## config.mk

```make
export PLATFORM = sky130hd
export DESIGN_NAME = vpac_queue
export DESIGN_NICKNAME = d
export VERILOG_FILES = /design/src/hdl/vpac_pkg.sv /design/src/hdl/vpac_queue.sv
export SDC_FILE = /design/constraint.sdc
export NUM_CORES = 1
export LEC_CHECK = 0
export BUFFER_PORTS_ARGS = -buffer_cell sky130_fd_sc_hd__buf_2
export CAP_MARGIN = 10
export CORE_MARGIN = 2
export CORE_UTILIZATION = 46
export CTS_CLUSTER_DIAMETER = 50
export DETAILED_ROUTE_END_ITERATION = 10
export PLACE_DENSITY = 0.77
export SLEW_MARGIN = 20
export SYNTH_ARGS = -nofsm -noshare
export SYNTH_HDL_FRONTEND = slang
export SYNTH_SLANG_ARGS = --single-unit
```

## constraint.sdc

```tcl
create_clock -name aclk -period 2.7 [get_ports aclk]
set_clock_uncertainty 0.05 [all_clocks]
set_input_delay 0.54 -clock aclk [delete_from_list [all_inputs] [get_ports aclk]]
set_output_delay 0.54 -clock aclk [all_outputs]
set_load 0.01 [all_outputs]
```

## src/hdl/vpac_pkg.sv

```systemverilog
package vpac_pkg;

    // Port access modes
    localparam logic [1:0] MODE_DATA_WR = 2'd0;
    localparam logic [1:0] MODE_DATA_RD = 2'd1;
    localparam logic [1:0] MODE_CTRL_WR = 2'd2;
    localparam logic [1:0] MODE_CTRL_RD = 2'd3;

    // Full span of the 16-bit port address
    localparam int ADDR_SPAN = 65536;

    // Color and scroll RAM geometry
    localparam int SMALL_WORDS = 64;
    localparam int SMALL_AW    = $clog2(SMALL_WORDS);

    // Status word with both blank bits clear
    localparam logic [15:0] STATUS_WORD = 16'h3401;

    // Operations passed from the front end to the memory engine
    typedef logic [3:0] op_kind_t;
    localparam op_kind_t OP_VRAM_WR     = 4'd0;
    localparam op_kind_t OP_COLOR_WR    = 4'd1;
    localparam op_kind_t OP_SCROLL_WR   = 4'd2;
    localparam op_kind_t OP_VRAM_FILL   = 4'd3;
    localparam op_kind_t OP_COLOR_FILL  = 4'd4;
    localparam op_kind_t OP_SCROLL_FILL = 4'd5;
    localparam op_kind_t OP_VRAM_RD     = 4'd6;
    localparam op_kind_t OP_COLOR_RD    = 4'd7;
    localparam op_kind_t OP_SCROLL_RD   = 4'd8;
    localparam op_kind_t OP_REPLY       = 4'd9;

    typedef struct packed {
        op_kind_t    kind;
        logic [15:0] addr;
        logic [15:0] data;
        logic [15:0] count;
        logic [7:0]  step;
    } cmd_t;

    typedef struct packed {
        logic full;
        logic empty;
    } q_stat_t;

    localparam int QUEUE_DEPTH = 4;

endpackage

```

## src/hdl/vpac_queue.sv

```systemverilog
module vpac_queue (
    input  logic              aclk,
    input  logic              aresetn,
    input  logic              push,
    input  vpac_pkg::cmd_t    push_cmd,
    input  logic              pop,
    output vpac_pkg::cmd_t    pop_cmd,
    output vpac_pkg::q_stat_t stat
);
    import vpac_pkg::*;

    localparam int PW = $clog2(QUEUE_DEPTH);

    cmd_t          slot_reg [QUEUE_DEPTH];
    logic [PW-1:0] wr_ptr_reg, rd_ptr_reg;
    logic [PW:0]   fill_reg;

    assign stat.full  = (fill_reg == (PW+1)'(QUEUE_DEPTH));
    assign stat.empty = (fill_reg == '0);
    assign pop_cmd    = slot_reg[rd_ptr_reg];

    // Store pushed work
    always_ff @(posedge aclk) begin
        if (push && !stat.full) begin
            slot_reg[wr_ptr_reg] <= push_cmd;
        end
    end

    // Track pointers and occupancy
    always_ff @(posedge aclk) begin
        if (!aresetn) begin
            wr_ptr_reg <= '0;
            rd_ptr_reg <= '0;
            fill_reg   <= '0;
        end else begin
            if (push && !stat.full) begin
                wr_ptr_reg <= (wr_ptr_reg == PW'(QUEUE_DEPTH-1)) ? '0 : wr_ptr_reg + 1'b1;
            end
            if (pop && !stat.empty) begin
                rd_ptr_reg <= (rd_ptr_reg == PW'(QUEUE_DEPTH-1)) ? '0 : rd_ptr_reg + 1'b1;
            end
            fill_reg <= fill_reg + (PW+1)'(push && !stat.full) - (PW+1)'(pop && !stat.empty);
        end
    end

endmodule

```

==> results of run 1 <==
## report_power, final
group | switching, mW | leakage [nW] | internal [mW] | total [mW]
logic | 1.11 | 1.07 | 1.06 | 2.17
clock network | 1.46 | 0.454 | 2.35 | 3.81
registers | 0.138 | 2.27 | 4.70 | 4.84
total | 2.71 | 3.79 | 8.11 | 10.8
## critical path, stage by stage (launching register included)
cell and delay, ns:
dfxtp_4 0.37, buf_4 0.32, mux4_2 0.57, buf_2 0.16
## worst max-delay path by stage
stage	slack (ns)	start	end	depth (start not counted)
floorplan	0.59	fill_reg[1]	fill_reg[2]	8
detailed placement	0.46	fill_reg[1]	fill_reg[2]	8
global placement	0.51	fill_reg[1]	fill_reg[2]	8
finish	0.16	register	pop_cmd[31]	3
CTS	0.10	register	pop_cmd[31]	3
global route	0.05	register	pop_cmd[31]	3
## per-stage QoR
stage | util (%) | setup slack, ns | hold slack (ns) | total power [mW] | instances
6_report | 57.1 | 0.161 | 0.182 | 10.8 | 807
5_1_grt | 57.1 | 0.0534 | 0.168 | 11.3 | 807
4_1_cts | 57.1 | 0.101 | 0.160 | 10.9 | 807
3_5_place_dp | 52.2 | 0.459 | 0.455 | 7.14 | 755
3_3_place_gp | 52.2 | 0.507 | 0.426 | 7.07 | 755
2_1_floorplan | - | 0.594 | 0.418 | 6.40 | 367
## layout by cell type, fill, tap and decap left out
| cell | Yosys | final |
|---|---|---|
| bufinv_16 | 0 | 4 |
| nor2_1 | 2 | 2 |
| nor3_1 | 1 | 1 |
| edfxtp_1 | 240 | 240 |
| clkinv_4 | 0 | 1 |
| inv_1 | 7 | 7 |
| buf_4 | 0 | 8 |
| and2_4 | 0 | 4 |
| fa_1 | 1 | 1 |
| nor2b_1 | 1 | 1 |
| clkinvlp_4 | 0 | 6 |
| dfxtp_1 | 9 | 7 |
| and2_1 | 7 | 3 |
| buf_12 | 6 | 6 |
| buf_2 | 7 | 125 |
| clkinv_2 | 0 | 5 |
| nand2_1 | 6 | 6 |
| xnor2_1 | 1 | 1 |
| clkbuf_16 | 0 | 29 |
| mux2i_1 | 2 | 2 |
| mux4_2 | 60 | 60 |
| nor3b_2 | 1 | 1 |
| clkinv_8 | 0 | 1 |
| xor2_1 | 1 | 1 |
| ha_1 | 7 | 7 |
| nand3_1 | 2 | 2 |
| clkbuf_1 | 1 | 2 |
| o21ai_0 | 2 | 2 |
| dfxtp_4 | 0 | 2 |
| o31ai_1 | 1 | 1 |
| clkinv_1 | 0 | 4 |
## cells by family after synthesis
logic type	synth area share, %
mux	14.9
xor+xnor	0.190
fa+ha+maj	1.17
flops	80.2
buf+inv	2.17
compound gates	0.190
simple gates	1.17
## final cells by class
class | instances | share of cell area [%]
clock buffers | 31 | 6.57
clock inverters | 21 | 2.06
inverters | 7 | 0.236
multi-input cells | 95 | 14.6
flip-flops and latches | 249 | 66.3
well taps | 265 | 2.97
repair buffers | 139 | 7.22
## metal layers
layer / track usage (%) / wire length [µm] / vias up
li1: - / - / 1857
met1: 20.1 / 6690 / 2181
met2: 26.7 / 8180 / 108
met3: 4.01 / 853 / 35
met4: 3.82 / 323 / 2
met5: 0 / 8 / -
==> reports/results.tsv, run 1 <==
stage	metric	value	unit
detailed_routing	drt_iter0_drc	226	
sta	setup_tns	0	ns
logic_synthesis	synthDistinctLibCells	23	
clock_tree	cts_tree	done	
final_layout	finalNetCount	592	
sta	finalHoldViolCount	0	
global_route	overflow	0	
detailed_routing	vias	4183	
logic_synthesis	synth.most_common_cell	edfxtp_1	
clock_tree	clk_latency	0.52	ns
clock_tree	hold_buffers	0	
die	core_area	19500	µm²
sta	finalMaxSlewViolations	0	
power	p_leak	3.79	nW
detailed_routing	first_pass_iters	4	
final_layout	largest_register_ffs	240	
logic_synthesis	ys_ff_latch	249	
detailed_routing	routed_wl	16100	µm
final_layout	antennaDiodeCount	0	
setup_path	worst-path-max-fanout	16	
clock_tree	clkTransAtPathRegs	0.06	ns
hold_path	hold_path_end	slot_reg[3][45]	
clock_tree	post_cts_resized	0	
die	io_pins	126	
logic_synthesis	synth.net_count	439	
die	die_h	145	µm
global_route	grt_max_degree	34	
final_layout	drive_gt1_share	46.5	%
setup_path	worstSetupPathType	register to primary output	
power	power.density	970	nW/µm²
die	die_w	145	µm
placed_design	dpl-instance-area	10200	µm²
final_layout	stdcell_area	11200	µm²
power	ir_drop	0.000615	V
placed_design	io_buffers	125	
hold_path	min-delay-start	push_cmd[45]	
sta	finalCriticalPeriod	2.54	ns
logic_synthesis	syn_inst	367	
setup_path	r2r_slack	0.45	ns
setup_path	startpoint_type	register	
logic_synthesis	avgSynthCellArea	25.1	µm²
clock_tree	clock_sinks	249	
placed_design	hpwl	9940	µm
die	initial_core_util	47.2	%
sta	setup_violations	0	
clock_tree	cts_htree_levels	1	
sta	slew_headroom	66.0	%
final_layout	multiInputGateArea	1630	µm²
sta	worstMarginPinSlew	0.505	ns
sta	rsz0062_at_grt	no	
logic_synthesis	synth_area	9210	µm²
clock_tree	cts_setup_buffers	0	
final_layout	regArea	7390	µm²
setup_path	reg2reg_from	fill_reg[1]	
setup_path	worstPathRequired	2.11	ns
job	max-cap-violations	0	
setup_path	end_kind	primary output	
global_route	grt_pass1_wl	25700	µm
setup_path	crit-reg2reg-capture	fill_reg[2]	
clock_tree	cts_root_buf	clkbuf_16	
global_route	grt_use_total	15.5	%
placed_design	place_congestion	0.725	
logic_synthesis	yosysWarnings	0	
hold_path	hold_path.class	input pin to register	
final_layout	num-fill-cells	1457	
sta	fin_crit_sh	94.0	%
sta	timing.fmax	394	MHz
logic_synthesis	yosysSeqAreaShare	80.2	%
logic_synthesis	async_reset_ff_share	0	%
logic_synthesis	yosys_most_used_dff	edfxtp_1	
detailed_routing	wl_per_cell	19.9	µm
logic_synthesis	yosys-top-cells-area	edfxtp_1 (78%), mux4_2 (15%), dfxtp_1 (2.0%)	
setup_path	arrival	1.95	ns
final_layout	area_delta_synth_final	21.1	%
clock_tree	clk_path_buf_depth	3	
logic_synthesis	yosysTopAreaCellShare	78.3	%
global_route	antenna_found_initial	1	
status	status	complete, no violations	
clock_tree	cts_buffers	28	
global_route	grt_pass1_vias	4646	
die	rows	51	
setup_path	rr_worst_depth	8	
detailed_routing	ant_nets	0	
die	die_area	21200	µm²
detailed_routing	drc	0	
detailed_routing	via_per_inst	5.18	
logic_synthesis	synth_common_cells	edfxtp_1 (240), mux4_2 (60), dfxtp_1 (9)	
logic_synthesis	synth-edff-count	240	
hold_path	holdPathStages	1	
logic_synthesis	yosysTopAreaCell	edfxtp_1	
No activity file was read; power rests on OpenSTA's default activity.
==> inputs of run 2 (changes only) <==
--- a/config.mk
+++ b/config.mk
@@ -11,7 +11,7 @@
 export CORE_UTILIZATION = 46
 export CTS_CLUSTER_DIAMETER = 50
 export DETAILED_ROUTE_END_ITERATION = 10
-export PLACE_DENSITY = 0.77
+export PLACE_DENSITY = 0.8
 export SLEW_MARGIN = 20
 export SYNTH_ARGS = -nofsm -noshare
 export SYNTH_HDL_FRONTEND = slang
==> run 2 against run 1 <==
Net effect:
- fmax grew 0.42%
- die area stayed put
- via count fell by 1.2%
- clock power fell by 7.6%
- critical endpoint is now pop_cmd[13]
- register-to-register slack lost 0.05 ns
- critical path type unchanged
- design area down 0.93%
- critical path depth unchanged
- final cell count fell by 0.62%
==> reports/results.tsv, run 2 (synthesis results as in run 1) <==
stage	metric	value	unit	change
status	status	complete, no violations		
detailed_routing	routed_wl	15900	µm	-0.78%
final_layout	regArea	7390	µm²	unchanged
hold_path	hold_path.class	input pin to register		
final_layout	drive_gt1_share	45.5	%	-0.97 points
setup_path	arrival	1.94	ns	about the same
final_layout	final_common_cell	edfxtp_1		
setup_path	max_stage_delay	0.61	ns	+0.04 ns
sta	setup_violations	0		unchanged
setup_path	crit_chain	buf_12 > mux4_2 > buf_2		
detailed_routing	vias	4134		-1.2%
sta	hold_slack	0.193	ns	+0.0115 ns
clock_tree	clk_path_buf_depth	3		unchanged
sta	finalHoldViolCount	0		unchanged
clock_tree	hold_buffers	0		unchanged
global_route	grt_use_total	15.5	%	-0.031 points
final_layout	fin_util	56.6	%	-0.53 points
hold_path	holdPathStages	1		unchanged
placed_design	place_congestion	0.743		+2.6%
die	core_area	19500	µm²	unchanged
clock_tree	post_cts_resized	0		unchanged
final_layout	largest_register_ffs	240		unchanged
clock_tree	cts_setup_buffers	0		unchanged
sta	final.setup.worst_slack	0.171	ns	+0.0106 ns
sta	timing.fmax	395	MHz	+0.42%
detailed_routing	first_pass_iters	4		unchanged
placed_design	io_buffers	125		unchanged
clock_tree	clkTransAtPathRegs	0.06	ns	about the same
setup_path	worstPathRequired	2.11	ns	about the same
clock_tree	cts_root_buf	clkbuf_16		
final_layout	num-fill-cells	1493		+2.5%
clock_tree	cts_htree_levels	1		unchanged
setup_path	startpoint_type	register		
clock_tree	clk_latency	0.51	ns	about the same
placed_design	post-place-ws	0.381	ns	-0.0781 ns
power	power.density	952	nW/µm²	-1.8%
setup_path	worstSetupPathType	register to primary output		
setup_path	worst-path-max-fanout	35		+19
sta	worstMarginPinSlew	0.520	ns	+0.0149 ns
global_route	grt_pass1_wl	25600	µm	-0.22%
power	ir_drop	0.000618	V	+0.40%
die	die_h	145	µm	unchanged
power	fin_total_pwr	10.5	mW	-2.7%
die	die_area	21200	µm²	unchanged
detailed_routing	ant_nets	0		unchanged
setup_path	rr_worst_depth	8		unchanged
die	io_pins	126		unchanged
placed_design	hpwl	10000	µm	+0.63%
sta	rsz0062_at_grt	no		
sta	finalMaxSlewViolations	0		unchanged
clock_tree	cts_tree	done		
die	initial_core_util	47.2	%	unchanged
setup_path	end_kind	primary output		
setup_path	slowest_stage	dfxtp_4		
detailed_routing	drc	0		unchanged
global_route	grt_pass1_vias	4662		+0.34%
detailed_routing	wl_per_cell	19.9	µm	-0.16%
final_layout	area_delta_synth_final	20.0	%	
final_layout	layout_common_cells	edfxtp_1 (240), buf_2 (125), mux4_2 (60)		
job	max-cap-violations	0		unchanged
final_layout	finalNetCount	588		-0.68%
sta	fin_crit_sh	93.7	%	-0.39 points
sta	finalCriticalPeriod	2.53	ns	-0.0106 ns
sta	setup_tns	0	ns	unchanged
die	die_w	145	µm	unchanged
global_route	overflow	0		unchanged
power	p_leak	3.75	nW	-1.0%
global_route	antenna_found_initial	1		unchanged
sta	slew_headroom	65.0	%	-1.0 points
detailed_routing	via_per_inst	5.15		-0.56%
die	rows	51		unchanged
final_layout	multiInputGateArea	1630	µm²	unchanged
clock_tree	cts_buffers	26		-7.1%
clock_tree	clock_sinks	249		unchanged
detailed_routing	drt_iter0_drc	209		-7.5%
global_route	grt_max_degree	36		+5.9%
[run 2: cell count changes in the layout (fill, tap and decap cells not counted), sizes merged]
cell	delta
buf	-2
bufinv	-1
clkbuf	+3
clkinv	-3
clkinvlp	-5
diode	+1
inv	+2
[run 2: stage by stage]
step | cell area, µm² | std cells
floorplan | 9210 | 367
global placement | 10200 | 753
detailed placement | 10200 | 753
CTS | 11000 | 801
global route | 11000 | 801
finish | 11000 | 802
[run 2: path summary, 6_finish.rpt]
check | start | to | slack (ns)
max | register | pop_cmd[13] | 0.17
min | push_cmd[18] | slot_reg[2][18] | 0.19
max reg2reg | fill_reg[1] | fill_reg[2] | 0.40
min reg2reg | wr_ptr_reg[0] | wr_ptr_reg[0] | 0.47
[run 2: metal layers]
| metal | wire length (µm) | track usage (%) | vias up |
|---|---|---|---|
| met3 | 1020 | 4.04 | 30 |
| met4 | 315 | 3.97 | 2 |
| met2 | 8220 | 27.1 | 114 |
| met5 | 17 | 0 | - |
| li1 | - | - | 1847 |
| met1 | 6360 | 19.5 | 2141 |
[run 2: critical path, delay by kind of cell (launching register included)]
kind	cells	cell delay (ns)
muxes	1	0.35
DFF	1	0.61
buffers and inverters	2	0.46
[run 2: where the power goes]
group / switching [mW] / internal (mW) / total, mW
logic: 1.08 / 1.06 / 2.15
clock network: 1.39 / 2.13 / 3.52
registers: 0.154 / 4.70 / 4.86
total: 2.62 / 7.90 / 10.5
[run 2: area by class of cell]
type	count	share of cell area [%]
sequential	249	66.9
multi-input combinational	95	14.8
timing repair buffer	137	7.27
clock buffer	34	6.35
tap	265	3.00
clock inverter	14	1.43
inverter	7	0.238
antenna	1	0.0226
==> inputs of run 3 (changes only) <==
--- a/config.mk
+++ b/config.mk
@@ -11,7 +11,7 @@
 export CORE_UTILIZATION = 46
 export CTS_CLUSTER_DIAMETER = 50
 export DETAILED_ROUTE_END_ITERATION = 10
-export PLACE_DENSITY = 0.8
+export PLACE_DENSITY = 0.77
 export SLEW_MARGIN = 20
 export SYNTH_ARGS = -nofsm -noshare
 export SYNTH_HDL_FRONTEND = slang
==> constraint.sdc (replaced) <==
create_clock -name aclk -period 2.6 [get_ports aclk]
set_clock_uncertainty 0.05 [all_clocks]
set_input_delay 0.52 -clock aclk [delete_from_list [all_inputs] [get_ports aclk]]
set_output_delay 0.52 -clock aclk [all_outputs]
set_load 0.01 [all_outputs]
==> run 3 against run 2 <==
Net effect:
- wire length increased by 3.8%
- critical endpoint is now pop_cmd[31]
- critical path type unchanged
- sequential cell count unchanged
- non-clock buffer count increased by 1
- via count increased by 3.0%
- highest routed layer unchanged
- die area unchanged
- worst hold slack got worse by 0.023 ns
- clock power increased by 17%
==> reports/results.tsv, run 3 (synthesis results as in run 1) <==
stage	metric	value	unit	change
sta	setup_violations	0		unchanged
final_layout	final_common_cell	edfxtp_1		
die	die_area	21200	µm²	unchanged
sta	fin_crit_sh	96.2	%	
die	die_w	145	µm	unchanged
power	ir_drop	0.000616	V	-0.23%
detailed_routing	drt_iter0_drc	181		-13%
setup_path	worstSetupPathType	register to primary output		
setup_path	r2r_slack	0.28	ns	-0.12 ns
sta	finalHoldViolCount	0		unchanged
sta	final.setup.worst_slack	0.0979	ns	-0.0734 ns
global_route	grt_pass1_wl	26000	µm	+1.5%
sta	setup_tns	0	ns	unchanged
setup_path	crit-reg2reg-capture	fill_reg[2]		
detailed_routing	ant_nets	0		unchanged
sta	finalMaxSlewViolations	0		unchanged
final_layout	area_delta_synth_final	21.6	%	
hold_path	hold_path_end	slot_reg[1][32]		
global_route	antenna_found_initial	2		+1
placed_design	dpl-instance-area	10200	µm²	+0.20%
final_layout	drive_gt1_share	46.5	%	+0.95 points
status	status	complete, no violations		
detailed_routing	first_pass_iters	5		+1
sta	timing.fmax	400	MHz	
job	max-cap-violations	0		unchanged
detailed_routing	via_per_inst	5.30		+2.7%
final_layout	fin_util	57.4	%	+0.77 points
detailed_routing	wl_met3	948	µm	-7.3%
die	io_pins	126		unchanged
power	p_leak	3.82	nW	+1.9%
placed_design	post-place-ws	0.328	ns	-0.0529 ns
clock_tree	hold_buffers	0		unchanged
detailed_routing	routed.top_layer	met5		
die	core_area	19500	µm²	unchanged
setup_path	worstPathRequired	2.03	ns	-0.08 ns
global_route	grt_max_degree	40		+11%
clock_tree	clkTransAtPathRegs	0.06	ns	about the same
placed_design	post-place-cells	754		+0.13%
hold_path	holdPathStages	1		unchanged
clock_tree	post_cts_resized	0		unchanged
die	initial_core_util	47.2	%	unchanged
hold_path	min-delay-start	push_cmd[32]		
detailed_routing	wl_met2	8690	µm	+5.7%
sta	rsz0062_at_grt	no		
clock_tree	cts_buffers	27		+3.8%
hold_path	hold_path.class	input pin to register		
global_route	grt_use_total	15.8	%	+0.31 points
detailed_routing	vias	4258		+3.0%
clock_tree	cts_tree	done		
sta	slew_headroom	64.3	%	-0.70 points
setup_path	rr_worst_depth	8		unchanged
clock_tree	clk_latency	0.51	ns	about the same
detailed_routing	drc	0		unchanged
placed_design	io_buffers	125		unchanged
detailed_routing	wl_met1	6630	µm	+4.2%
die	die_h	145	µm	unchanged
clock_tree	cts_root_buf	clkbuf_16		
final_layout	num-fill-cells	1472		-1.4%
detailed_routing	routed_wl	16500	µm	+3.8%
sta	worstMarginPinSlew	0.531	ns	+0.0104 ns
clock_tree	cts_htree_levels	1		unchanged
global_route	grt_pass1_vias	4660		-0.043%
global_route	overflow	0		unchanged
final_layout	stdcell_area	11200	µm²	+1.4%
placed_design	place_congestion	0.736		-1.0%
die	rows	51		unchanged
final_layout	largest_register_ffs	240		unchanged
final_layout	final_cells	804		+0.25%
setup_path	reg2reg_from	fill_reg[1]		
clock_tree	clk_path_buf_depth	3		unchanged
sta	finalCriticalPeriod	2.50	ns	
power	power.density	1020	nW/µm²	+7.2%
setup_path	end_kind	primary output		
detailed_routing	wl_per_cell	20.6	µm	+3.5%
setup_path	startpoint_type	register		
setup_path	worst-path-max-fanout	23		-34%
final_layout	finalNetCount	590		+0.34%
final_layout	layout_common_cells	edfxtp_1 (240), buf_2 (125), mux4_2 (60)		
setup_path	arrival	1.93	ns	about the same
placed_design	hpwl	10100	µm	+0.68%
clock_tree	clock_sinks	249		unchanged
clock_tree	cts_setup_buffers	0		unchanged
run 3: changes by cell type in the layout (fill, tap and decap cells not counted), sizes merged:
cell	before	now
bufinv	3	7
clkbuf	34	33
buf	137	138
clkinv	8	7
inv	9	8
run 3: worst max path at each step:
| stage | cells past startpoint | end | slack (ns) | from |
|---|---|---|---|---|
| 6_report | 3 | pop_cmd[31] | 0.1 | register |
| 5_1_grt | 3 | pop_cmd[31] | 0.006 | register |
| 2_1_floorplan | 8 | fill_reg[2] | 0.49 | fill_reg[1] |
| 4_1_cts | 3 | pop_cmd[31] | 0.05 | register |
| 3_5_place_dp | 8 | fill_reg[2] | 0.33 | fill_reg[1] |
| 3_3_place_gp | 8 | fill_reg[2] | 0.40 | fill_reg[1] |
run 3: cell type report:
cell class | instances | area [µm²] | share of cell area (%)
Sequential cell | 249 | 7390 | 66.0
Inverter | 7 | 26.3 | 0.235
Clock inverter | 16 | 272 | 2.42
Timing Repair Buffer | 138 | 823 | 7.35
Clock buffer | 33 | 718 | 6.41
Multi-Input combinational cell | 95 | 1630 | 14.6
Tap cell | 265 | 332 | 2.96
Antenna cell | 1 | 2.50 | 0.0223
run 3: critical path: stages, from the launching register on:
cell and delay (ns):
dfxtp_4 0.58, buf_4 0.31, mux4_2 0.35, buf_2 0.16
run 3: per-stage QoR:
step,hold slack [ns],power [mW]
floorplan,0.418,6.64
global placement,0.425,7.35
detailed placement,0.474,7.44
CTS,0.146,11.6
global route,0.148,11.9
finish,0.170,11.4
run 3: power by group:
| part | switching, mW | internal (mW) |
|---|---|---|
| Sequential | 0.152 | 4.88 |
| Clock | 1.47 | 2.66 |
| Combinational | 1.15 | 1.11 |
run 3: routing by layer:
metal,up-vias,GRT usage [%]
li1,1857,-
met1,2230,20.0
met2,145,27.9
met3,24,3.73
met4,2,3.82
met5,-,0
