## config.mk

```make
export PLATFORM = sky130hd
export DESIGN_NAME = vpac_front
export DESIGN_NICKNAME = d
export VERILOG_FILES = /design/src/hdl/vpac_pkg.sv /design/src/hdl/vpac_front.sv
export SDC_FILE = /design/constraint.sdc
export NUM_CORES = 1
export LEC_CHECK = 0
export BUFFER_PORTS_ARGS = -buffer_cell sky130_fd_sc_hd__buf_2
export CAP_MARGIN = 0
export CORE_ASPECT_RATIO = 1.1
export CORE_MARGIN = 2
export CORE_UTILIZATION = 55
export DETAILED_ROUTE_END_ITERATION = 6
export HOLD_SLACK_MARGIN = 0.06
export PLACE_DENSITY = 0.79
export SYNTH_ARGS = -nofsm -noshare
export SYNTH_HDL_FRONTEND = slang
export SYNTH_SLANG_ARGS = --single-unit
```

## constraint.sdc

```tcl
create_clock -name aclk -period 5.9 [get_ports aclk]
set_input_delay 1.18 -clock aclk [delete_from_list [all_inputs] [get_ports aclk]]
set_output_delay 1.18 -clock aclk [all_outputs]
set_load 0.01 [all_outputs]
```

## src/hdl/vpac_pkg.sv

```systemverilog
package vpac_pkg;

    // Port access modes
    localparam logic [1:0] MODE_DATA_WR = 2'd0;
    localparam logic [1:0] MODE_DATA_RD = 2'd1;
    localparam logic [1:0] MODE_CTRL_WR = 2'd2;
    localparam logic [1:0] MODE_CTRL_RD = 2'd3;

    // Full span of the 16-bit port address
    localparam int ADDR_SPAN = 65536;

    // Color and scroll RAM geometry
    localparam int SMALL_WORDS = 64;
    localparam int SMALL_AW    = $clog2(SMALL_WORDS);

    // Status word with both blank bits clear
    localparam logic [15:0] STATUS_WORD = 16'h3401;

    // Operations passed from the front end to the memory engine
    typedef logic [3:0] op_kind_t;
    localparam op_kind_t OP_VRAM_WR     = 4'd0;
    localparam op_kind_t OP_COLOR_WR    = 4'd1;
    localparam op_kind_t OP_SCROLL_WR   = 4'd2;
    localparam op_kind_t OP_VRAM_FILL   = 4'd3;
    localparam op_kind_t OP_COLOR_FILL  = 4'd4;
    localparam op_kind_t OP_SCROLL_FILL = 4'd5;
    localparam op_kind_t OP_VRAM_RD     = 4'd6;
    localparam op_kind_t OP_COLOR_RD    = 4'd7;
    localparam op_kind_t OP_SCROLL_RD   = 4'd8;
    localparam op_kind_t OP_REPLY       = 4'd9;

    typedef struct packed {
        op_kind_t    kind;
        logic [15:0] addr;
        logic [15:0] data;
        logic [15:0] count;
        logic [7:0]  step;
    } cmd_t;

    typedef struct packed {
        logic full;
        logic empty;
    } q_stat_t;

    localparam int QUEUE_DEPTH = 4;

endpackage

```

## src/hdl/vpac_front.sv

```systemverilog
module vpac_front (
    input  logic             aclk,
    input  logic             aresetn,
    input  logic             s_valid,
    output logic             s_ready,
    input  logic [1:0]       s_mode,
    input  logic [15:0]      s_data_word,
    input  logic             s_vblank_flag,
    input  logic             s_hblank_flag,
    input  logic             clear_busy,
    input  vpac_pkg::q_stat_t q_stat,
    output logic             q_push,
    output vpac_pkg::cmd_t   q_cmd
);
    import vpac_pkg::*;

    localparam logic [1:0] F_IDLE = 2'd0;
    localparam logic [1:0] F_EXEC = 2'd1;
    localparam logic [1:0] F_FILL = 2'd2;

    // Register numbers and memory codes
    localparam logic [4:0] REG_MODE2   = 5'h01;
    localparam logic [4:0] REG_STEP    = 5'h0F;
    localparam logic [4:0] REG_LEN_LO  = 5'h13;
    localparam logic [4:0] REG_LEN_HI  = 5'h14;
    localparam logic [4:0] REG_DMA_SRC = 5'h17;
    localparam logic [3:0] TGT_VRAM    = 4'd1;
    localparam logic [3:0] TGT_COLOR   = 4'd3;
    localparam logic [3:0] TGT_SCROLL  = 4'd5;
    localparam logic [3:0] SRC_VRAM    = 4'd0;
    localparam logic [3:0] SRC_SCROLL  = 4'd4;
    localparam logic [3:0] SRC_COLOR   = 4'd8;
    localparam logic [1:0] KIND_FILL   = 2'd2;

    logic [1:0]  state_reg, state_next;
    logic [1:0]  mode_reg;
    logic [15:0] word_reg;
    logic        vb_reg, hb_reg;
    logic [5:0]  code_reg, code_next;
    logic [15:0] addr_reg, addr_next;
    logic        second_reg, second_next;
    logic [7:0]  step_reg, step_next;
    logic        dma_on_reg, dma_on_next;
    logic [15:0] count_reg, count_next;
    logic [1:0]  kind_reg, kind_next;
    logic        armed_reg, armed_next;
    logic [15:0] prod_reg;
    logic [23:0] prod_full;

    logic        tgt_ok;
    op_kind_t    wr_kind, fill_kind, rd_kind;
    logic [15:0] wr_data;
    logic [15:0] addr_step16;

    function automatic logic [15:0] pack_color(input logic [15:0] w);
        return {7'b0, w[11:9], w[7:5], w[3:1]};
    endfunction

    assign s_ready     = (state_reg == F_IDLE) && !clear_busy;
    assign addr_step16 = {8'b0, step_reg};
    assign prod_full   = {8'b0, count_reg} * {16'b0, step_reg};

    // Decode write target and read source from the access code
    always_comb begin
        tgt_ok    = 1'b1;
        wr_kind   = OP_VRAM_WR;
        fill_kind = OP_VRAM_FILL;
        wr_data   = word_reg;
        unique case (code_reg[3:0])
            TGT_VRAM: begin
                wr_kind   = OP_VRAM_WR;
                fill_kind = OP_VRAM_FILL;
            end
            TGT_COLOR: begin
                wr_kind   = OP_COLOR_WR;
                fill_kind = OP_COLOR_FILL;
                wr_data   = pack_color(word_reg);
            end
            TGT_SCROLL: begin
                wr_kind   = OP_SCROLL_WR;
                fill_kind = OP_SCROLL_FILL;
            end
            default: tgt_ok = 1'b0;
        endcase
        unique case (code_reg[3:0])
            SRC_VRAM:   rd_kind = OP_VRAM_RD;
            SRC_COLOR:  rd_kind = OP_COLOR_RD;
            SRC_SCROLL: rd_kind = OP_SCROLL_RD;
            default:    rd_kind = OP_REPLY;
        endcase
    end

    // Classify the held item, update port state and issue memory work
    always_comb begin
        state_next  = state_reg;
        code_next   = code_reg;
        addr_next   = addr_reg;
        second_next = second_reg;
        step_next   = step_reg;
        dma_on_next = dma_on_reg;
        count_next  = count_reg;
        kind_next   = kind_reg;
        armed_next  = armed_reg;
        q_push      = 1'b0;
        q_cmd.kind  = OP_REPLY;
        q_cmd.addr  = addr_reg;
        q_cmd.data  = 16'h0000;
        q_cmd.count = count_reg;
        q_cmd.step  = step_reg;
        unique case (state_reg)
            F_IDLE: begin
                if (s_valid && s_ready) begin
                    state_next = F_EXEC;
                end
            end
            F_EXEC: begin
                unique case (mode_reg)
                    MODE_CTRL_WR: begin
                        state_next = F_IDLE;
                        if (word_reg[15:14] == 2'b10) begin
                            unique case (word_reg[12:8])
                                REG_MODE2:   dma_on_next = word_reg[4];
                                REG_STEP:    step_next   = word_reg[7:0];
                                REG_LEN_LO:  count_next  = {count_reg[15:8], word_reg[7:0]};
                                REG_LEN_HI:  count_next  = {word_reg[7:0], count_reg[7:0]};
                                REG_DMA_SRC: kind_next   = word_reg[7:6];
                                default: ;
                            endcase
                        end else if (!second_reg) begin
                            code_next   = {code_reg[5:2], word_reg[15:14]};
                            addr_next   = {addr_reg[15:14], word_reg[13:0]};
                            second_next = 1'b1;
                        end else begin
                            code_next   = {word_reg[7:4], code_reg[1:0]};
                            addr_next   = {word_reg[1:0], addr_reg[13:0]};
                            second_next = 1'b0;
                            if (dma_on_reg && word_reg[7] && (kind_reg == KIND_FILL)) begin
                                armed_next = 1'b1;
                            end
                        end
                    end
                    MODE_DATA_WR: begin
                        if (!(tgt_ok && q_stat.full)) begin
                            second_next = 1'b0;
                            state_next  = F_IDLE;
                            if (tgt_ok) begin
                                q_push     = 1'b1;
                                q_cmd.kind = wr_kind;
                                q_cmd.data = wr_data;
                                addr_next  = addr_reg + addr_step16;
                            end
                            if (dma_on_reg && armed_reg) begin
                                armed_next = 1'b0;
                                if (tgt_ok) begin
                                    state_next = F_FILL;
                                end
                            end
                        end
                    end
                    MODE_DATA_RD: begin
                        if (!q_stat.full) begin
                            q_push      = 1'b1;
                            q_cmd.kind  = rd_kind;
                            second_next = 1'b0;
                            addr_next   = addr_reg + addr_step16;
                            state_next  = F_IDLE;
                        end
                    end
                    MODE_CTRL_RD: begin
                        if (!q_stat.full) begin
                            q_push      = 1'b1;
                            q_cmd.kind  = OP_REPLY;
                            q_cmd.data  = STATUS_WORD | {12'b0, vb_reg, hb_reg, 2'b00};
                            second_next = 1'b0;
                            state_next  = F_IDLE;
                        end
                    end
                    default: state_next = F_IDLE;
                endcase
            end
            F_FILL: begin
                if (!q_stat.full) begin
                    q_push     = 1'b1;
                    q_cmd.kind = fill_kind;
                    q_cmd.data = wr_data;
                    addr_next  = addr_reg + prod_reg;
                    count_next = 16'h0000;
                    state_next = F_IDLE;
                end
            end
            default: state_next = F_IDLE;
        endcase
    end

    // Hold the accepted item
    always_ff @(posedge aclk) begin
        if (s_valid && s_ready) begin
            mode_reg <= s_mode;
            word_reg <= s_data_word;
            vb_reg   <= s_vblank_flag;
            hb_reg   <= s_hblank_flag;
        end
        prod_reg <= prod_full[15:0];
    end

    // Advance port state
    always_ff @(posedge aclk) begin
        if (!aresetn) begin
            state_reg  <= F_IDLE;
            code_reg   <= '0;
            addr_reg   <= '0;
            second_reg <= 1'b0;
            step_reg   <= '0;
            dma_on_reg <= 1'b0;
            count_reg  <= '0;
            kind_reg   <= '0;
            armed_reg  <= 1'b0;
        end else begin
            state_reg  <= state_next;
            code_reg   <= code_next;
            addr_reg   <= addr_next;
            second_reg <= second_next;
            step_reg   <= step_next;
            dma_on_reg <= dma_on_next;
            count_reg  <= count_next;
            kind_reg   <= kind_next;
            armed_reg  <= armed_next;
        end
    end

endmodule

```

==> flow_summary_export.csv, run 1 <==
group,metric,value,unit
outcome,status,"completed",
drt,drc,0,
clock_tree,cts_root_buffer,"clkbuf_16",
logic_synthesis,synth_top_area_cell,"dfxtp_1",
drt,vias,6725,
logic_synthesis,synthTopCellsByArea,"dfxtp_1 17%, fa_1 16%, ha_1 8.8%",
worst_hold_path,min_to,"kind_reg[1]",
flow_run,cap_violations,0,
setup_path,critPathArrivalTime,4960,ps
logic_synthesis,synth_area_per_cell,8.66,um2
logic_synthesis,syn_area,7860,um2
die,core-area,13900,um2
worst_hold_path,min-delay-start,"kind_reg[1]",
clock_tree,cts_tree,"done",
die,rows,45,
timing,setup_violations,0,
global_route,antenna_found_initial,0,
global_route,grt_pass1_vias,6301,
cells_and_area,nets,1114,
timing,hold_viol_final,0,
timing,slew_violations,0,
logic_synthesis,synth_top_flop_cell,"dfxtp_1",
cells_and_area,n_antenna_cell,0,
global_route,grt_use_total,0.253,
setup_path,end_kind,"register",
clock_tree,cts_resized,0,
logic_synthesis,syn_inst,907,
timing,rsz0062_at_grt,"false",
logic_synthesis,synthArstFlopShare,0,
placed_design,dp.cells,1148,
setup_path,worst-r2r-setup-slack,1220,ps
logic_synthesis,synth-edff-count,20,
drt,drt_iter0_drc,381,
logic_synthesis,synth_cell_type_count,67,
placed_design,io_buffers,86,
timing,post-route-period-util,0.793,
cells_and_area,areaGrowthSynthToFinish,11.0,%
logic_synthesis,synth_nets,1050,
die,io_pins,88,
cells_and_area,final_common_cell,"inv_1",
cells_and_area,stdcell_area,8720,um2
clock_tree,clockBufferDepth,2,
logic_synthesis,yosys_warnings,0,
power_and_ir_drop,power.leakage,4.11,nW
placed_design,dpl.hpwl,13900,um
clock_tree,postCtsSetupBuffers,0,
clock_tree,cts_max_level,3,
logic_synthesis,ys_seq_elements,87,
timing,hold_ws,504,ps
drt,wirelength,19000,um
logic_synthesis,yosysSeqAreaShare,0.247,
global_route,grt_max_degree,41,
setup_path,rr_worst_depth,15,
cells_and_area,post-route-util,0.627,
clock_tree,clkLatencyLatePin,350,ps
clock_tree,cts_num_sinks,87,
placed_design,place_area,8410,um2
cells_and_area,layout_common_cells,"90 x inv_1, 86 x buf_2, 76 x and2_1, 76 x nand2_1, 67 x dfxtp_1",
power_and_ir_drop,ir_worst_vdd,0.204,mV
timing,layout_min_cycle_time,4680,ps
drt,vias_per_cell,5.78,
clock_tree,cts-hold-fix-buffers,0,
setup_path,criticalPathCategory,"register to register",
worst_hold_path,hold_depth,2,
setup_path,rr_startpoint,"step_reg[4]",
global_route,overflow,0,
placed_design,gp_routability_congestion,0.941,
setup_path,crit_fanout,15,
timing,setup-tns-final,0,ps
clock_tree,clk_transition_reported_paths,70,ps
setup_path,setup.worst_path.start_class,"register",
logic_synthesis,synth_top_area_frac,0.171,
die,start_util,0.565,
power_and_ir_drop,finalPower,1.38,mW
power_and_ir_drop,powerDensity,159,nW/um2
timing,max-slew-margin-rel,0.399,
cells_and_area,layout.cells.non_filler,1164,
drt,wl_per_cell,16.3,um
timing,fin_ws,1220,ps
timing,fin_skew,8.07,ps
clock_tree,numCtsBuffers,9,
worst_hold_path,min_path_type,"register to register",
placed_design,dpl_worst_slack,1320,ps
timing,max_freq,214,MHz
setup_path,r2r_end,"prod_reg[15]",
global_route,grt_pass1_wl,30800,um
setup_path,critical_path_required,6180,ps
die,die_h,129,um
cells_and_area,drive_gt1_frac,0.128,
drt,ant_nets,0,
drt,firstDrtPassIters,5,
die,die_area,15300,um2
timing,tightest_slew,902,ps
die,die_w,118,um
==> area by class of cell <==
type	instances	area (um2)
multi-input combinational	690	5420
fill	1203	5180
sequential	87	1940
timing repair buffer	92	475
inverter	91	342
tap	188	235
clock buffer	9	225
clock inverter	7	86.3
==> synth_stat cells, types with 3 or more instances <==
cell and instances:
o31a_1 3, nor3_1 7, o21ai_0 50, nor2b_1 15
nor4_1 4, and2_1 76, o211ai_1 6, a21o_1 8
clkbuf_1 29, ha_1 55, mux2i_1 24, o21a_1 9
a211oi_1 8, edfxtp_1 20, and3_1 6, inv_1 90
a21oi_1 60, o31ai_1 3, xnor2_1 30, o21ai_1 7
xor2_1 11, nand3b_1 3, nand4_1 10, a31oi_1 7
nand3_1 39, buf_1 3, dfxtp_1 67, o41ai_1 3
nand2_1 76, nand2b_1 6, buf_2 6, o21bai_1 4
fa_1 62, nor2_1 54, nor3b_1 4
==> how the worst max path moves through the flow <==
stage / end / from / slack [ps]
after floorplan: prod_reg[15] / step_reg[2] / 1650
after global placement: prod_reg[15] / step_reg[4] / 1380
after detailed placement: prod_reg[15] / step_reg[4] / 1320
after CTS: prod_reg[15] / step_reg[4] / 1280
after global routing: prod_reg[15] / step_reg[4] / 1000
final: prod_reg[15] / step_reg[4] / 1220
==> logic make-up after synthesis <==
family	after synthesis	synth area share
mux	24	0.0306
simple gates	313	0.207
buf+inv	130	0.0635
xor+xnor	41	0.0457
flops	87	0.247
compound gates	195	0.161
fa+ha+maj	117	0.246
==> critical path, cell delays in order, from the launching register on <==
cell,delay [ps]
dfxtp_1,760
nand2_1,150
fa_1,480
fa_1,550
inv_1,60
fa_1,470
inv_1,50
fa_1,480
inv_1,40
ha_1,310
a21boi_1,280
nor4_1,120
o311ai_1,450
nor3_1,100
a21oi_1,170
xnor2_1,130
==> power breakdown <==
group / leakage (nW) / total, mW / internal [mW] / switching [mW]
Combinational: 3.22 / 0.131 / 0.0523 / 0.0790
Sequential: 0.728 / 0.659 / 0.627 / 0.0318
Clock: 0.154 / 0.593 / 0.337 / 0.256
==> routing by layer <==
layer | track usage | part of all wire | up-vias
met1 | 0.331 | 0.44 | 3225
met2 | 0.423 | 0.48 | 245
met5 | 0 | 0 | -
met4 | 0.0971 | 0.028 | 0
met3 | 0.0449 | 0.060 | 44
li1 | - | - | 3211
(Power assumes the default switching activity.)
==> run 2: changes to the inputs <==
--- a/config.mk
+++ b/config.mk
@@ -12,7 +12,7 @@
 export CORE_UTILIZATION = 55
 export DETAILED_ROUTE_END_ITERATION = 6
 export HOLD_SLACK_MARGIN = 0.06
-export PLACE_DENSITY = 0.79
+export PLACE_DENSITY = 0.82
 export SYNTH_ARGS = -nofsm -noshare
 export SYNTH_HDL_FRONTEND = slang
 export SYNTH_SLANG_ARGS = --single-unit
==> constraint.sdc (replaced) <==
create_clock -name aclk -period 4.2 [get_ports aclk]
set_input_delay 0.84 -clock aclk [delete_from_list [all_inputs] [get_ports aclk]]
set_output_delay 0.84 -clock aclk [all_outputs]
set_load 0.01 [all_outputs]
==> flow_summary_export.csv, run 2 (synthesis gave the netlist of run 1 again) <==
group,metric,value,unit
setup_path,criticalPathCategory,"register to register",
global_route,antenna_found_initial,0,
clock_tree,numCtsBuffers,9,
drt,ant_nets,0,
die,die_w,118,um
clock_tree,cts-hold-fix-buffers,0,
worst_hold_path,min-delay-start,"count_reg[14]",
timing,setup_violations,0,
global_route,grt_pass1_wl,33600,um
worst_hold_path,min_to,"count_reg[14]",
setup_path,critPathSlowestCell,"fa_1",
timing,max_freq,240,MHz
timing,layout_min_cycle_time,4170,ps
timing,hold_viol_final,0,
timing,tightest_slew,701,ps
power_and_ir_drop,ir_worst_vdd,0.279,mV
setup_path,rr_worst_depth,17,
die,rows,45,
setup_path,critical_path.top_delay_family,"adder cells",
cells_and_area,fillers,1103,
clock_tree,cts_root_buffer,"clkbuf_16",
worst_hold_path,min_path_type,"register to register",
timing,hold_ws,497,ps
drt,vias_per_cell,5.85,
timing,max-slew-margin-rel,0.531,
power_and_ir_drop,powerDensity,205,nW/um2
drt,drt_iter0_drc,427,
power_and_ir_drop,power.leakage,4.37,nW
setup_path,path_common_cell,"fa_1",
placed_design,dpl.hpwl,15600,um
cells_and_area,post-route-util,0.657,
setup_path,rr_startpoint,"step_reg[4]",
drt,firstDrtPassIters,7,
cells_and_area,nets,1157,
power_and_ir_drop,internal_power,1.39,mW
setup_path,path_cells,"buf_6 -> and2_4 -> fa_1 -> fa_1 -> fa_1 -> inv_1 -> fa_1 -> inv_2 -> ha_4 -> buf_6 -> o21ai_2 -> nand2b_1 -> o31a_1 -> nand4_1 -> nand3b_1 -> o41ai_2 -> xnor2_1",
global_route,grt_max_degree,36,
setup_path,critPathArrivalTime,4400,ps
setup_path,setup.worst_path.start_class,"register",
clock_tree,clk_transition_reported_paths,60,ps
power_and_ir_drop,finalPower,1.87,mW
setup_path,r2r_end,"prod_reg[14]",
clock_tree,clkLatencyLatePin,350,ps
setup_path,worst-r2r-setup-slack,30,ps
global_route,grt_use_total,0.274,
global_route,overflow,0,
worst_hold_path,hold_depth,2,
cells_and_area,final_common_cell,"inv_1",
cells_and_area,n_antenna_cell,0,
clock_tree,cts_max_level,3,
die,start_util,0.565,
clock_tree,cts_num_sinks,87,
outcome,status,"completed",
clock_tree,clockBufferDepth,2,
power_and_ir_drop,p_sw_frac,0.257,
die,die_area,15300,um2
setup_path,critical_path_required,4430,ps
timing,post-route-period-util,0.993,
placed_design,io_buffers,86,
flow_run,cap_violations,0,
setup_path,max_stage_delay,570,ps
die,io_pins,88,
drt,wirelength,20700,um
placed_design,gp_routability_congestion,0.918,
global_route,grt_pass1_vias,6925,
die,die_h,129,um
power_and_ir_drop,switchingPower,482,uW
timing,fin_skew,7.31,ps
timing,slew_violations,0,
power_and_ir_drop,p_clk_frac,0.402,
drt,wl_per_cell,17.1,um
setup_path,end_kind,"register",
cells_and_area,areaGrowthSynthToFinish,16.2,%
power_and_ir_drop,seq_power_share,0.491,
clock_tree,cts_tree,"done",
setup_path,crit_buf_inv,4,
drt,drc,0,
cells_and_area,drive_gt1_frac,0.190,
setup_path,crit_fanout,6,
cells_and_area,layout_common_cells,"88 x inv_1, 86 x buf_2, 74 x and2_1, 74 x nand2_1",
timing,rsz0062_at_grt,"true",
power_and_ir_drop,pwr-share-comb,0.107,
die,core-area,13900,um2
drt,vias,7053,
run 2: cell types whose count changed in the layout (fill, tap and decap cells not counted), moves of 4 or more:
| cell | delta |
|---|---|
| buf_4 | +38 |
| buf_6 | +5 |
| dfxtp_1 | -11 |
| dfxtp_2 | +6 |
| dfxtp_4 | +5 |
| inv_6 | -4 |
| o21ai_0 | -4 |
| o21ai_2 | +4 |
run 2: layer usage:
metal	vias up	wire length, um	share of wire	GRT usage
met5	-	0	0	0
met4	0	710	0.034	0.116
met3	70	1450	0.070	0.0511
met2	302	10100	0.49	0.472
met1	3392	8460	0.41	0.343
li1	3289	-	-	-
run 2: cell type report:
class	instances	area [um2]	area share
sequential	87	1970	0.216
inverter	91	342	0.0374
tap	188	235	0.0258
multi-input combinational	690	5500	0.602
clock inverter	3	17.5	0.00192
clock buffer	12	258	0.0282
timing repair buffer	135	817	0.0895
run 2: power groups by stage:
stage,Clock (mW),Combinational [mW],Sequential [mW]
floorplan,0,0.127,0.928
global placement,0,0.191,0.938
detailed placement,0,0.196,0.939
CTS,0.754,0.198,0.921
global route,0.789,0.222,0.923
finish,0.753,0.201,0.921
run 2: stage by stage:
stage | worst slack (ps) | std cells | instance area [um2] | setup TNS [ps]
floorplan | 3.94 | 907 | 7860 | 0
global placement | 42.7 | 1190 | 8730 | 0
detailed placement | -48.0 | 1190 | 8730 | -48.0
CTS | 1.67 | 1205 | 9010 | 0
global route | -47.4 | 1206 | 9130 | -71.9
finish | 30.4 | 1206 | 9130 | 0
run 2: how the worst max path moves through the flow:
stage	from	to	slack (ps)	cells past startpoint
4_1_cts	step_reg[2]	prod_reg[14]	2	17
5_1_grt	step_reg[4]	prod_reg[14]	-50	17
6_report	step_reg[4]	prod_reg[14]	30	17
2_1_floorplan	step_reg[2]	prod_reg[15]	4	16
3_3_place_gp	step_reg[2]	prod_reg[15]	40	16
3_5_place_dp	step_reg[3]	prod_reg[15]	-50	16
run 2: what timing repair did:
item                                    in CTS  in global routing
resized for setup                            5                 39
endpoints found under the setup margin       2                  4
setup buffers                                0                  1
pin swaps                                    2                 15
run 2: tightest hold or removal path: cells and delay by family, from the launching register on:
family / cells / cell delay (ps)
compound gates: 1 / 50
flops: 1 / 340
simple gates: 1 / 60
==> run 3: changes to the inputs <==
--- a/config.mk
+++ b/config.mk
@@ -8,7 +8,6 @@
 export BUFFER_PORTS_ARGS = -buffer_cell sky130_fd_sc_hd__buf_2
 export CAP_MARGIN = 0
 export CORE_ASPECT_RATIO = 1.1
-export CORE_MARGIN = 2
 export CORE_UTILIZATION = 55
 export DETAILED_ROUTE_END_ITERATION = 6
 export HOLD_SLACK_MARGIN = 0.06
==> flow_summary_export.csv, run 3 (synthesis gave the netlist of run 1 again) <==
group,metric,value,unit
outcome,status,"completed",
drt,wirelength,21100,um
timing,rsz0062_at_grt,"true",
placed_design,dpl.hpwl,15500,um
power_and_ir_drop,finalPower,1.96,mW
clock_tree,clockBufferDepth,2,
placed_design,gp_routability_congestion,0.893,
cells_and_area,n_antenna_cell,0,
worst_hold_path,hold_depth,2,
clock_tree,cts_root_buffer,"clkbuf_16",
setup_path,rr_startpoint,"count_reg[2]",
die,core-area,13900,um2
die,start_util,0.567,
clock_tree,cts_num_sinks,87,
setup_path,r2r_end,"prod_reg[14]",
cells_and_area,final_common_cell,"inv_1",
clock_tree,cts_max_level,3,
cells_and_area,layout_common_cells,"89 x inv_1, 86 x buf_2, 73 x and2_1, 73 x nand2_1",
cells_and_area,nets,1157,
setup_path,criticalPathCategory,"register to register",
clock_tree,clk_transition_reported_paths,70,ps
drt,drc,0,
die,rows,45,
setup_path,crit_buf_inv,4,
placed_design,place_area,8700,um2
power_and_ir_drop,powerDensity,212,nW/um2
setup_path,worst-r2r-setup-slack,9,ps
global_route,grt_pass1_vias,6790,
setup_path,cp_num_cells,17,
clock_tree,cts_tree,"done",
setup_path,critical_path_required,4420,ps
drt,wl_per_cell,17.5,um
setup_path,critical_path.top_delay_family,"adder cells",
worst_hold_path,min_to,"count_reg[15]",
clock_tree,clkLatencyLatePin,350,ps
drt,vias,7066,
worst_hold_path,min-delay-start,"count_reg[15]",
timing,setup_violations,0,
timing,post-route-period-util,0.998,
setup_path,rr_worst_depth,17,
drt,ant_nets,0,
timing,fin_skew,8.53,ps
cells_and_area,stdcell_area,9240,um2
cells_and_area,layout.cells.non_filler,1207,
power_and_ir_drop,power.leakage,4.39,nW
drt,vias_per_cell,5.85,
global_route,overflow,0,
drt,drt_iter0_drc,583,
timing,setup-tns-final,0,ps
timing,max-slew-margin-rel,0.232,
cells_and_area,areaGrowthSynthToFinish,17.6,%
timing,hold_viol_final,0,
setup_path,critPathSlowestCell,"fa_1",
global_route,grt_max_degree,36,
placed_design,dpl_worst_slack,-72.5,ps
setup_path,end_kind,"register",
global_route,grt_use_total,0.286,
clock_tree,cts-hold-fix-buffers,0,
die,io_pins,88,
cells_and_area,post-route-util,0.667,
timing,max_freq,239,MHz
placed_design,dp.cells,1187,
setup_path,setup.worst_path.start_class,"register",
clock_tree,numCtsBuffers,9,
timing,slew_violations,0,
placed_design,io_buffers,86,
drt,firstDrtPassIters,5,
cells_and_area,drive_gt1_frac,0.199,
worst_hold_path,min_path_type,"register to register",
power_and_ir_drop,ir_worst_vdd,0.315,mV
global_route,grt_pass1_wl,32900,um
setup_path,path_common_cell,"fa_1",
timing,layout_min_cycle_time,4190,ps
die,die_w,116,um
setup_path,crit_fanout,7,
timing,tightest_slew,1150,ps
die,die_area,14800,um2
timing,fin_ws,9.30,ps
die,die_h,127,um
timing,hold_ws,494,ps
global_route,antenna_found_initial,0,
setup_path,path_cells,"buf_4 -> and2_1 -> fa_1 -> fa_1 -> fa_1 -> inv_1 -> fa_1 -> inv_2 -> ha_4 -> buf_6 -> o21ai_2 -> nand2b_1 -> o31a_1 -> nand4_1 -> nand3b_1 -> o41ai_2 -> xnor2_1",
setup_path,critPathArrivalTime,4410,ps
flow_run,cap_violations,0,
setup_path,max_stage_delay,530,ps
==> run 3: report_power, final <==
part / switching (mW) / internal (mW) / total (mW)
registers: 0.0415 / 0.879 / 0.920
clock network: 0.326 / 0.514 / 0.839
logic: 0.120 / 0.0804 / 0.201
==> run 3: what timing repair did <==
| item | CTS | global route |
|---|---|---|
| pin swaps | 0 | 22 |
| gates resized for setup | 5 | 52 |
| setup endpoints to repair | 3 | 5 |
| hold endpoints to repair | 0 | 0 |
| setup buffers | 0 | 4 |
==> run 3: cell type report <==
cell class              count  area, um2
multi-input cells         690       5550
repair buffers            135        828
flip-flops and latches     87       1980
fillers                  1076       4610
inverters                  91        342
well taps                 188        235
clock inverters             4       50.0
clock buffers              12        268
==> run 3: worst max-delay path by stage <==
stage | startpoint | end | slack (ps)
after floorplan | step_reg[2] | prod_reg[15] | 4
after global placement | step_reg[2] | prod_reg[15] | -50
after detailed placement | step_reg[2] | prod_reg[15] | -70
after CTS | count_reg[1] | prod_reg[14] | 0.08
after global routing | count_reg[5] | prod_reg[14] | -120
final | count_reg[2] | prod_reg[14] | 9
==> run 3: worst min-delay path, delay by kind of cell (launching register included) <==
kind / cells / cell delay [ps]
DFF: 1 / 330
and+or+nand+nor: 1 / 60
AOI/OAI and AO/OA: 1 / 60
==> run 3: metal layers <==
metal / routed length, um / up-vias / track usage
li1: - / 3298 / -
met1: 8620 / 3434 / 0.368
met2: 10500 / 283 / 0.487
met3: 1390 / 51 / 0.0422
met4: 634 / 0 / 0.105
met5: 0 / - / 0
